**src/design/srd_pkg.sv**
```systemverilog
// Shared types, codes and constants of the scan reply decoder.
// Used by every module of the decoder; depends on nothing.
package srd_pkg;

  localparam int MAX_SCAN_READINGS = 1024;
  localparam int CNT_W = $clog2(MAX_SCAN_READINGS + 1);
  localparam int CMP_W = (CNT_W > 11) ? CNT_W : 11;

  localparam logic [7:0] CHAR_LF   = 8'h0A;
  localparam logic [7:0] CHAR_ZERO = 8'h30;
  localparam logic [7:0] CHAR_NINE = 8'h39;
  localparam logic [6:0] STATUS_BAD_CHAR = 7'd99;
  localparam logic [3:0] ECHO_LEN_V1 = 4'd9;
  localparam logic [3:0] ECHO_LEN_V2 = 4'd12;
  localparam logic [1:0] VERSION_2 = 2'd2;

  typedef enum logic [1:0] {
    REG_PROTOCOL_VERSION = 2'd0,
    REG_FIRST_INDEX      = 2'd1,
    REG_LAST_INDEX       = 2'd2,
    REG_RANGE_LIMIT      = 2'd3
  } reg_index_t;

  typedef enum logic {
    REQ_START = 1'b0,
    REQ_BYTE  = 1'b1
  } req_type_t;

  typedef enum logic [1:0] {
    KIND_READING = 2'd0,
    KIND_DONE    = 2'd1,
    KIND_ERROR   = 2'd2
  } out_kind_t;

  typedef enum logic [1:0] {
    ERR_ECHO       = 2'd0,
    ERR_STATUS     = 2'd1,
    ERR_TOO_MANY   = 2'd2,
    ERR_OVER_RANGE = 2'd3
  } error_code_t;

  typedef struct packed {
    logic [1:0]  protocol_version;
    logic [9:0]  first_index;
    logic [10:0] last_index;
    logic [17:0] range_limit;
  } cfg_t;

  typedef struct packed {
    out_kind_t   kind;
    logic [9:0]  reading_index;
    logic [17:0] reading_value;
    logic [10:0] reading_count;
    error_code_t error_code;
    logic [6:0]  sensor_status;
  } result_t;

  function automatic logic [7:0] echo_char_v1(input logic [3:0] pos);
    logic [7:0] c;
    case (pos)
      4'd0:    c = "G";
      4'd1:    c = "0";
      4'd2:    c = "0";
      4'd3:    c = "0";
      4'd4:    c = "7";
      4'd5:    c = "6";
      4'd6:    c = "8";
      4'd7:    c = "0";
      4'd8:    c = "1";
      default: c = 8'h00;
    endcase
    return c;
  endfunction

  function automatic logic [7:0] echo_char_v2(input logic [3:0] pos);
    logic [7:0] c;
    case (pos)
      4'd0:    c = "G";
      4'd1:    c = "D";
      4'd2:    c = "0";
      4'd3:    c = "0";
      4'd4:    c = "0";
      4'd5:    c = "0";
      4'd6:    c = "0";
      4'd7:    c = "7";
      4'd8:    c = "6";
      4'd9:    c = "8";
      4'd10:   c = "0";
      4'd11:   c = "1";
      default: c = 8'h00;
    endcase
    return c;
  endfunction

  function automatic result_t stop_result(input error_code_t code, input logic [6:0] status,
                                          input logic [10:0] count);
    result_t r;
    r = '0;
    r.kind = KIND_ERROR;
    r.error_code = code;
    r.sensor_status = status;
    r.reading_count = count;
    return r;
  endfunction

endpackage

```
**src/design/srd_cfg_regs.sv**
```systemverilog
// Configuration register file of the scan reply decoder.
// Depends on srd_pkg for the register indexes and the cfg_t bundle.
module srd_cfg_regs (
  input  logic          clk,
  input  logic          rst,
  input  logic          cfg_valid,
  output logic          cfg_ready,
  input  logic [1:0]    cfg_index,
  input  logic [17:0]   cfg_data,
  output srd_pkg::cfg_t cfg
);
  import srd_pkg::*;

  assign cfg_ready = 1'b1;

  always_ff @(posedge clk) begin
    if (rst) begin
      cfg.protocol_version <= 2'd1;
      cfg.first_index      <= 10'd0;
      cfg.last_index       <= 11'd1024;
      cfg.range_limit      <= 18'd5600;
    end else if (cfg_valid && cfg_ready) begin
      case (reg_index_t'(cfg_index))
        REG_PROTOCOL_VERSION: cfg.protocol_version <= cfg_data[1:0];
        REG_FIRST_INDEX:      cfg.first_index      <= cfg_data[9:0];
        REG_LAST_INDEX:       cfg.last_index       <= cfg_data[10:0];
        REG_RANGE_LIMIT:      cfg.range_limit      <= cfg_data;
        default: ;
      endcase
    end
  end

endmodule

```
**src/design/srd_decoder.sv**
```systemverilog
// Input register and byte-wise reply parser of the scan reply decoder.
// Depends on srd_pkg; hands at most one result per request to srd_out_reg.
module srd_decoder (
  input  logic             clk,
  input  logic             rst,
  input  logic             s_tvalid,
  output logic             s_tready,
  input  logic             s_tuser,
  input  logic [7:0]       s_tdata,
  input  srd_pkg::cfg_t    cfg,
  input  logic             out_space,
  output logic             res_valid,
  output srd_pkg::result_t res
);
  import srd_pkg::*;

  typedef enum logic [5:0] {
    PH_IDLE   = 6'b000001,
    PH_ECHO   = 6'b000010,
    PH_STATUS = 6'b000100,
    PH_SKIP   = 6'b001000,
    PH_DATA   = 6'b010000,
    PH_STOP   = 6'b100000
  } phase_t;

  logic             in_valid;
  logic             in_type;
  logic [7:0]       in_byte;
  logic             advance;

  phase_t           phase, phase_next;
  logic [3:0]       echo_pos, echo_pos_next;
  logic [1:0]       lf_seen, lf_seen_next;
  logic [7:0]       held_char, held_char_next;
  logic             held_valid, held_valid_next;
  logic [17:0]      partial, partial_next;
  logic [1:0]       chars, chars_next;
  logic [CNT_W-1:0] rd_cnt, rd_cnt_next;
  logic [CNT_W-1:0] em_cnt, em_cnt_next;
  logic [6:0]       status_value, status_value_next;
  logic             status_nonzero, status_nonzero_next;

  logic             v2;
  logic [3:0]       echo_len;
  logic [7:0]       echo_want;
  logic [1:0]       status_digits;
  logic [3:0]       st_digit;
  logic [7:0]       dc_char;
  logic [5:0]       dc_digit;
  logic [17:0]      dc_value;
  logic [1:0]       dc_chars;
  logic             dc_done;
  logic             idx_lo, idx_hi, idx_hi_incl;
  logic [CMP_W-1:0] idx_rel;
  logic [10:0]      count_out;
  logic             stop_now;
  logic             hit;

  assign advance  = in_valid && out_space;
  assign s_tready = !in_valid || advance;

  always_ff @(posedge clk) begin
    if (rst) begin
      in_valid <= 1'b0;
    end else if (s_tready) begin
      in_valid <= s_tvalid;
    end
  end

  always_ff @(posedge clk) begin
    if (s_tvalid && s_tready) begin
      in_type <= s_tuser;
      in_byte <= s_tdata;
    end
  end

  assign v2            = (cfg.protocol_version == VERSION_2);
  assign echo_len      = v2 ? ECHO_LEN_V2 : ECHO_LEN_V1;
  assign echo_want     = v2 ? echo_char_v2(echo_pos) : echo_char_v1(echo_pos);
  assign status_digits = v2 ? 2'd2 : 2'd1;
  assign st_digit      = 4'(in_byte - CHAR_ZERO);
  assign dc_char       = v2 ? held_char : in_byte;
  assign dc_digit      = 6'(dc_char - CHAR_ZERO);
  assign dc_value      = {partial[11:0], dc_digit};
  assign dc_chars      = chars + 2'd1;
  assign dc_done       = dc_chars >= (v2 ? 2'd3 : 2'd2);
  assign idx_lo        = rd_cnt >= cfg.first_index;
  assign idx_hi        = rd_cnt < cfg.last_index;
  assign idx_hi_incl   = rd_cnt <= cfg.last_index;
  assign idx_rel       = CMP_W'(rd_cnt) - CMP_W'(cfg.first_index);
  assign count_out     = 11'(em_cnt);

  always_comb begin
    phase_next          = phase;
    echo_pos_next       = echo_pos;
    lf_seen_next        = lf_seen;
    held_char_next      = held_char;
    held_valid_next     = held_valid;
    partial_next        = partial;
    chars_next          = chars;
    rd_cnt_next         = rd_cnt;
    em_cnt_next         = em_cnt;
    status_value_next   = status_value;
    status_nonzero_next = status_nonzero;
    res                 = '0;
    hit                 = 1'b0;
    stop_now            = 1'b0;
    if (advance) begin
      if (req_type_t'(in_type) == REQ_START) begin
        phase_next          = PH_ECHO;
        echo_pos_next       = 4'd0;
        lf_seen_next        = 2'd0;
        held_char_next      = 8'd0;
        held_valid_next     = 1'b0;
        partial_next        = 18'd0;
        chars_next          = 2'd0;
        rd_cnt_next         = '0;
        em_cnt_next         = '0;
        status_value_next   = 7'd0;
        status_nonzero_next = 1'b0;
      end else begin
        case (phase)
          PH_ECHO: begin
            if (echo_pos < echo_len) begin
              if (in_byte != echo_want) begin
                res = stop_result(ERR_ECHO, 7'd0, count_out);
                hit = 1'b1;
                phase_next = PH_STOP;
              end else begin
                echo_pos_next = echo_pos + 4'd1;
              end
            end else begin
              phase_next    = PH_STATUS;
              echo_pos_next = 4'd0;
            end
          end
          PH_STATUS: begin
            if (echo_pos < 4'(status_digits)) begin
              if (in_byte < CHAR_ZERO || in_byte > CHAR_NINE) begin
                status_nonzero_next = 1'b1;
                status_value_next   = STATUS_BAD_CHAR;
              end else begin
                if (in_byte != CHAR_ZERO) status_nonzero_next = 1'b1;
                if (status_value != STATUS_BAD_CHAR || echo_pos == 4'd0)
                  status_value_next = 7'(status_value * 7'd10) + 7'(st_digit);
              end
              echo_pos_next = echo_pos + 4'd1;
            end else if (status_nonzero) begin
              res = stop_result(ERR_STATUS, status_value, count_out);
              hit = 1'b1;
              phase_next = PH_STOP;
            end else begin
              echo_pos_next = 4'd0;
              lf_seen_next  = v2 ? 2'd0 : 2'd1;
              phase_next    = v2 ? PH_SKIP : PH_DATA;
            end
          end
          PH_SKIP: begin
            if (in_byte == CHAR_LF) begin
              if (lf_seen != 2'd0) begin
                lf_seen_next = 2'd1;
                phase_next   = PH_DATA;
              end else begin
                lf_seen_next = 2'd1;
              end
            end
          end
          PH_DATA: begin
            if (in_byte == CHAR_LF) begin
              if (lf_seen != 2'd0) begin
                res.kind          = KIND_DONE;
                res.reading_count = count_out;
                hit = 1'b1;
                phase_next = PH_STOP;
              end else begin
                lf_seen_next    = 2'd1;
                held_valid_next = 1'b0;
              end
            end else begin
              lf_seen_next = 2'd0;
              if (!v2 || held_valid) begin
                if (!dc_done) begin
                  partial_next = dc_value;
                  chars_next   = dc_chars;
                end else begin
                  partial_next = 18'd0;
                  chars_next   = 2'd0;
                  if (rd_cnt >= CNT_W'(MAX_SCAN_READINGS)) begin
                    res = stop_result(ERR_TOO_MANY, 7'd0, count_out);
                    hit = 1'b1;
                    stop_now = 1'b1;
                  end else begin
                    rd_cnt_next = rd_cnt + 1'b1;
                    if (v2 && dc_value > cfg.range_limit && idx_lo && idx_hi_incl) begin
                      res = stop_result(ERR_OVER_RANGE, 7'd0, count_out);
                      res.reading_index = idx_rel[9:0];
                      res.reading_value = dc_value;
                      hit = 1'b1;
                      stop_now = 1'b1;
                    end else if (idx_lo && idx_hi) begin
                      res.kind          = KIND_READING;
                      res.reading_index = idx_rel[9:0];
                      res.reading_value = dc_value;
                      hit = 1'b1;
                      em_cnt_next = em_cnt + 1'b1;
                    end
                  end
                end
              end
              if (stop_now) begin
                phase_next = PH_STOP;
              end else if (v2) begin
                held_char_next  = in_byte;
                held_valid_next = 1'b1;
              end
            end
          end
          default: ;
        endcase
      end
    end
  end

  assign res_valid = hit;

  always_ff @(posedge clk) begin
    if (rst) begin
      phase          <= PH_IDLE;
      echo_pos       <= 4'd0;
      lf_seen        <= 2'd0;
      held_char      <= 8'd0;
      held_valid     <= 1'b0;
      partial        <= 18'd0;
      chars          <= 2'd0;
      rd_cnt         <= '0;
      em_cnt         <= '0;
      status_value   <= 7'd0;
      status_nonzero <= 1'b0;
    end else begin
      phase          <= phase_next;
      echo_pos       <= echo_pos_next;
      lf_seen        <= lf_seen_next;
      held_char      <= held_char_next;
      held_valid     <= held_valid_next;
      partial        <= partial_next;
      chars          <= chars_next;
      rd_cnt         <= rd_cnt_next;
      em_cnt         <= em_cnt_next;
      status_value   <= status_value_next;
      status_nonzero <= status_nonzero_next;
    end
  end

  a_emitted_le_read: assert property (@(posedge clk) disable iff (rst)
    em_cnt <= rd_cnt)
    else $error("emitted count passed reading count");

  a_end_stops: assert property (@(posedge clk) disable iff (rst)
    res_valid && res.kind != KIND_READING |=> phase == PH_STOP)
    else $error("completion or error did not stop the scan");

  a_held_in_data: assert property (@(posedge clk) disable iff (rst)
    held_valid |-> (phase == PH_DATA || phase == PH_STOP))
    else $error("held character outside data phase");

endmodule

```
**src/design/srd_out_reg.sv**
```systemverilog
// Result register of the scan reply decoder; drives the master stream.
// Depends on srd_pkg for result_t.
module srd_out_reg (
  input  logic             clk,
  input  logic             rst,
  input  logic             res_valid,
  input  srd_pkg::result_t res,
  output logic             out_space,
  output logic             m_tvalid,
  input  logic             m_tready,
  output logic [1:0]       m_tuser,
  output logic [47:0]      m_tdata
);
  import srd_pkg::*;

  result_t held;

  assign out_space = !m_tvalid || m_tready;

  always_ff @(posedge clk) begin
    if (rst) begin
      m_tvalid <= 1'b0;
    end else if (res_valid) begin
      m_tvalid <= 1'b1;
    end else if (m_tready) begin
      m_tvalid <= 1'b0;
    end
  end

  always_ff @(posedge clk) begin
    if (res_valid) begin
      held <= res;
    end
  end

  assign m_tuser = held.kind;
  assign m_tdata = {held.sensor_status, held.error_code, held.reading_count,
                    held.reading_value, held.reading_index};

endmodule

```
**src/design/scan_reply_decoder_core.sv**
```systemverilog
// Scan reply decoder: parses a range-finder scan reply one byte per request
// (tuser 0 starts a scan, tuser 1 carries a reply byte) and streams out
// readings, a completion or an error stop. One request is taken every cycle
// while the result register can take a result; a request that yields a result
// passes the input register and then the result register. Intake pauses only while a
// result sits in the result register unclaimed. Write configuration only
// while no request is in flight.
module scan_reply_decoder_core (
  input  logic        clk,
  input  logic        rst,
  input  logic        s_tvalid,
  output logic        s_tready,
  input  logic [7:0]  s_tdata,   // [7:0] rx_byte
  input  logic        s_tuser,   // [0] req_type
  output logic        m_tvalid,
  input  logic        m_tready,
  output logic [47:0] m_tdata,   // [9:0] reading_index, [27:10] reading_value,
                                 // [38:28] reading_count, [40:39] error_code,
                                 // [47:41] sensor_status
  output logic [1:0]  m_tuser,   // [1:0] out_kind
  input  logic        cfg_valid,
  output logic        cfg_ready,
  input  logic [1:0]  cfg_index,
  input  logic [17:0] cfg_data
);
  import srd_pkg::*;

  cfg_t    cfg;
  result_t res;
  logic    res_valid;
  logic    out_space;

  srd_cfg_regs u_cfg (
    .clk       (clk),
    .rst       (rst),
    .cfg_valid (cfg_valid),
    .cfg_ready (cfg_ready),
    .cfg_index (cfg_index),
    .cfg_data  (cfg_data),
    .cfg       (cfg)
  );

  srd_decoder u_dec (
    .clk       (clk),
    .rst       (rst),
    .s_tvalid  (s_tvalid),
    .s_tready  (s_tready),
    .s_tuser   (s_tuser),
    .s_tdata   (s_tdata),
    .cfg       (cfg),
    .out_space (out_space),
    .res_valid (res_valid),
    .res       (res)
  );

  srd_out_reg u_out (
    .clk       (clk),
    .rst       (rst),
    .res_valid (res_valid),
    .res       (res),
    .out_space (out_space),
    .m_tvalid  (m_tvalid),
    .m_tready  (m_tready),
    .m_tuser   (m_tuser),
    .m_tdata   (m_tdata)
  );

endmodule

```
**config.mk**
```make
export PLATFORM = sky130hd
export DESIGN_NAME = scan_reply_decoder_core
export DESIGN_NICKNAME = d
export VERILOG_FILES = /design/src/design/srd_pkg.sv /design/src/design/srd_cfg_regs.sv /design/src/design/srd_decoder.sv /design/src/design/srd_out_reg.sv /design/src/design/scan_reply_decoder_core.sv
export SDC_FILE = /design/constraint.sdc
export NUM_CORES = 1
export LEC_CHECK = 0
export BUFFER_PORTS_ARGS = -buffer_cell sky130_fd_sc_hd__buf_2
export CELL_PAD_IN_SITES_DETAIL_PLACEMENT = 0
export CELL_PAD_IN_SITES_GLOBAL_PLACEMENT = 1
export CORE_MARGIN = 10
export CORE_UTILIZATION = 50
export DETAILED_ROUTE_END_ITERATION = 6
export PLACE_DENSITY = 0.84
export SYNTH_ARGS = -nofsm -noshare
export SYNTH_HDL_FRONTEND = slang
export SYNTH_SLANG_ARGS = --single-unit
```
**constraint.sdc**
```tcl
create_clock -name clk -period 9.9 [get_ports clk]
set_clock_uncertainty 0.1 [all_clocks]
set_input_delay 1.485 -clock clk [delete_from_list [all_inputs] [get_ports clk]]
set_output_delay 1.485 -clock clk [all_outputs]
set_load 0.1 [all_outputs]
```
==> out/metrics.yaml <==
status:
  status: "complete, no violations"
worst_setup_path:
  slowest_delay_ns: 0.61
  reg2reg_slack_ns: 5.73
  critical_path_class: "reg -> reg"
  cp-end-kind: "flip-flop"
  crit_required_ns: 9.89
  slowest_stage: "nor2_4"
  path_max_fanout: 26
  path_cells: "nand2b_4, mux2i_1, inv_1, ha_1, nand2_1, a21oi_1, o221ai_1, a21o_1, and3_1, or2_1, nand2b_1, a21oi_1, nor2_4, buf_4"
  crit_arrival_ns: 4.17
  cpMostUsedCell: "a21oi_1"
  startpoint_type: "flip-flop"
  ff2ff_path_depth: 14
sta:
  rsz0062_at_grt: "false"
  worstMarginPinSlew_ns: 1.14
  slew_violations: 0
  fin_crit_sh: 0.422
  fmax_ghz: 0.240
  setup_tns_ns: 0
  setup_viol: 0
  hold_viol_final: 0
  whs_ns: 0.355
  period_needed_ns: 4.17
  slew_headroom: 0.238
min_path:
  hp-class: "reg -> reg"
  min_path_cells: 2
floorplanning:
  io_pins: 87
  coreArea_sq_um: 17800
  start_util: 0.505
  row_count: 49
  die_height_um: 154
  die_w_um: 154
  die_area_sq_um: 23800
detailed_routing:
  dr.pass1.iters: 5
  ant_nets: 0
  wirelength_um: 21500
  drt_iter0_drc: 401
  routed_via_density: 5.49
  routedWlPerCell_um: 16.6
  drcViolationCount: 0
  vias: 7082
logic_synthesis:
  avgSynthCellArea_sq_um: 9.23
  synth_top_area_cell: "dfxtp_1"
  synth_top_area_share: 0.258
  ys_ff_latch: 175
  syn_inst: 977
  async_reset_ff_frac: 0
  ys.flop_type: "dfxtp_1"
  yosys-top-cells-area: "dfxtp_1 26%, edfxtp_1 20%, ha_1 7.5%"
  synth.most_common_cell: "dfxtp_1"
  synth_area_sq_um: 9020
  seq_area_frac_synth: 0.454
  synth-edff-count: 59
  ys_types: 81
  syn-num-nets: 1068
  ys_warn_count: 0
  synth_common_cells: "116 x dfxtp_1, 114 x nand2_1, 91 x nor2_1, 73 x a21oi_1, 63 x inv_1"
final_layout:
  drive_above_1_share: 0.127
  syn_to_final_growth_pct: 12.7
  nNetsFinal: 1139
  fill_cells: 1622
  final_util: 0.569
  antenna_cells: 0
pwr:
  p_int_mw: 1.15
  p_seq_frac: 0.509
  netSwitchingPower_uw: 350
  p_clk_frac: 0.420
  p_sw_frac: 0.234
  comb_power_share: 0.071
  ir_drop_mv: 0.124
  powerDensity_nw_per_um2: 147
  power_leakage_nw: 3.94
grt:
  grt.busiest_layer: "met2"
  grt_use_met2: 0.291
  grt_max_degree: 78
  grt-ovfl-total: 0
  grt.total_usage: 0.179
  antenna_found_initial: 0
  first_global_vias: 6728
  grt_pass1_wl_um: 35200
  use_met1: 0.238
  grtUsageMet3: 0.0374
placement:
  place_congestion: 0.857
  hpwl_um: 15800
  numPortBuffers: 85
clocking:
  cts_root_buf: "clkbuf_16"
  cts_buffer_depth: 2
  cts_tree: "done"
  clock_sinks: 175
  cts_buffers: 17
  clkSlewWorstSetupHoldPaths_ns: 0.06
  cts_hold_buf: 0
  cts-resized-gates: 0
  worstSkewPairLatency_ns: 0.43
  htreeDepth: 4
  post_cts_buffers: 0
run:
  cap_violations: 0
==> critical path, delay by kind of cell, from the launching register on <==
kind | cells | cell delay [ns]
AND/OR/NAND/NOR | 6 | 1.61
AO/OA/AOI/OAI | 4 | 0.60
buffers and inverters | 2 | 0.53
multiplexers | 1 | 0.35
flip-flops | 1 | 0.33
adder cells (fa/ha/maj) | 1 | 0.30
==> routing by layer <==
layer / vias up / part of all wire
li1: 3587 / -
met1: 3338 / 0.47
met2: 138 / 0.48
met3: 19 / 0.040
met4: 0 / 0.010
met5: - / 0
==> final timing paths <==
| kind | startpoint | endpoint |
|---|---|---|
| min reg2reg | u_dec.chars[1] | u_dec.chars[1] |
| max | u_cfg.cfg[39] | u_out.m_tdata[42] |
| max reg2reg | u_cfg.cfg[39] | u_out.m_tdata[42] |
| min | u_dec.chars[1] | u_dec.chars[1] |
==> registers in the layout, indices dropped and copies added, names as in the netlist, 2 cells and up, named ones only <==
name                flops
u_out.m_tdata          48
u_cfg.cfg              41
u_dec.partial          12
u_dec.count_out        11
u_dec.rd_cnt           11
u_dec.in_byte           8
u_dec.status_value      7
u_dec.held_char         6
u_dec.phase             6
u_dec.echo_pos          4
u_dec.chars             2
u_out.m_tuser           2
==> metrics by stage <==
step                worst slack [ns]  instances  cell area [sq um]  total power [mW]
CTS                             5.71       1290              10200              1.51
finish                          5.73       1290              10200              1.50
global route                    5.38       1290              10200              1.56
global placement                5.87       1258               9600             0.883
floorplan                       4.66        977               9020             0.853
detailed placement              5.73       1258               9600             0.884
==> power by group through the flow <==
| stage | Sequential [mW] | Combinational [mW] | Clock [mW] |
|---|---|---|---|
| global route | 0.763 | 0.120 | 0.674 |
| detailed placement | 0.778 | 0.106 | 0 |
| finish | 0.762 | 0.106 | 0.629 |
| global placement | 0.777 | 0.105 | 0 |
| floorplan | 0.773 | 0.0801 | 0 |
| CTS | 0.762 | 0.107 | 0.643 |
==> area by class of cell <==
cell class	instances	area (sq um)	area share
multi-input combinational	698	4510	0.444
clock buffer	22	464	0.0457
sequential	175	4090	0.403
inverter	66	250	0.0246
timing repair buffer	90	463	0.0456
tap	229	287	0.0282
clock inverter	10	88.8	0.00875
==> kinds of logic after synthesis <==
logic type,synth area share
mux,0.0318
simple gates,0.220
compound gates,0.137
buf+inv,0.0465
other cells,0.000416
fa+ha+maj,0.0816
xor+xnor,0.0282
flops,0.454
==> cells in the final DEF (no fill, tap or decap), types with 17 or more instances in the layout <==
master / synthesis / final
clkbuf_16: 0 / 17
nor2_1: 91 / 90
buf_2: 3 / 85
o21ai_0: 21 / 21
edfxtp_1: 59 / 59
ha_1: 54 / 54
nand2_1: 114 / 114
mux2i_1: 26 / 26
nand3_1: 38 / 38
and3_1: 17 / 17
a21oi_1: 73 / 73
dfxtp_1: 116 / 116
and2_1: 35 / 35
inv_1: 63 / 63
Note: power is estimated with default switching activity, not from simulation.
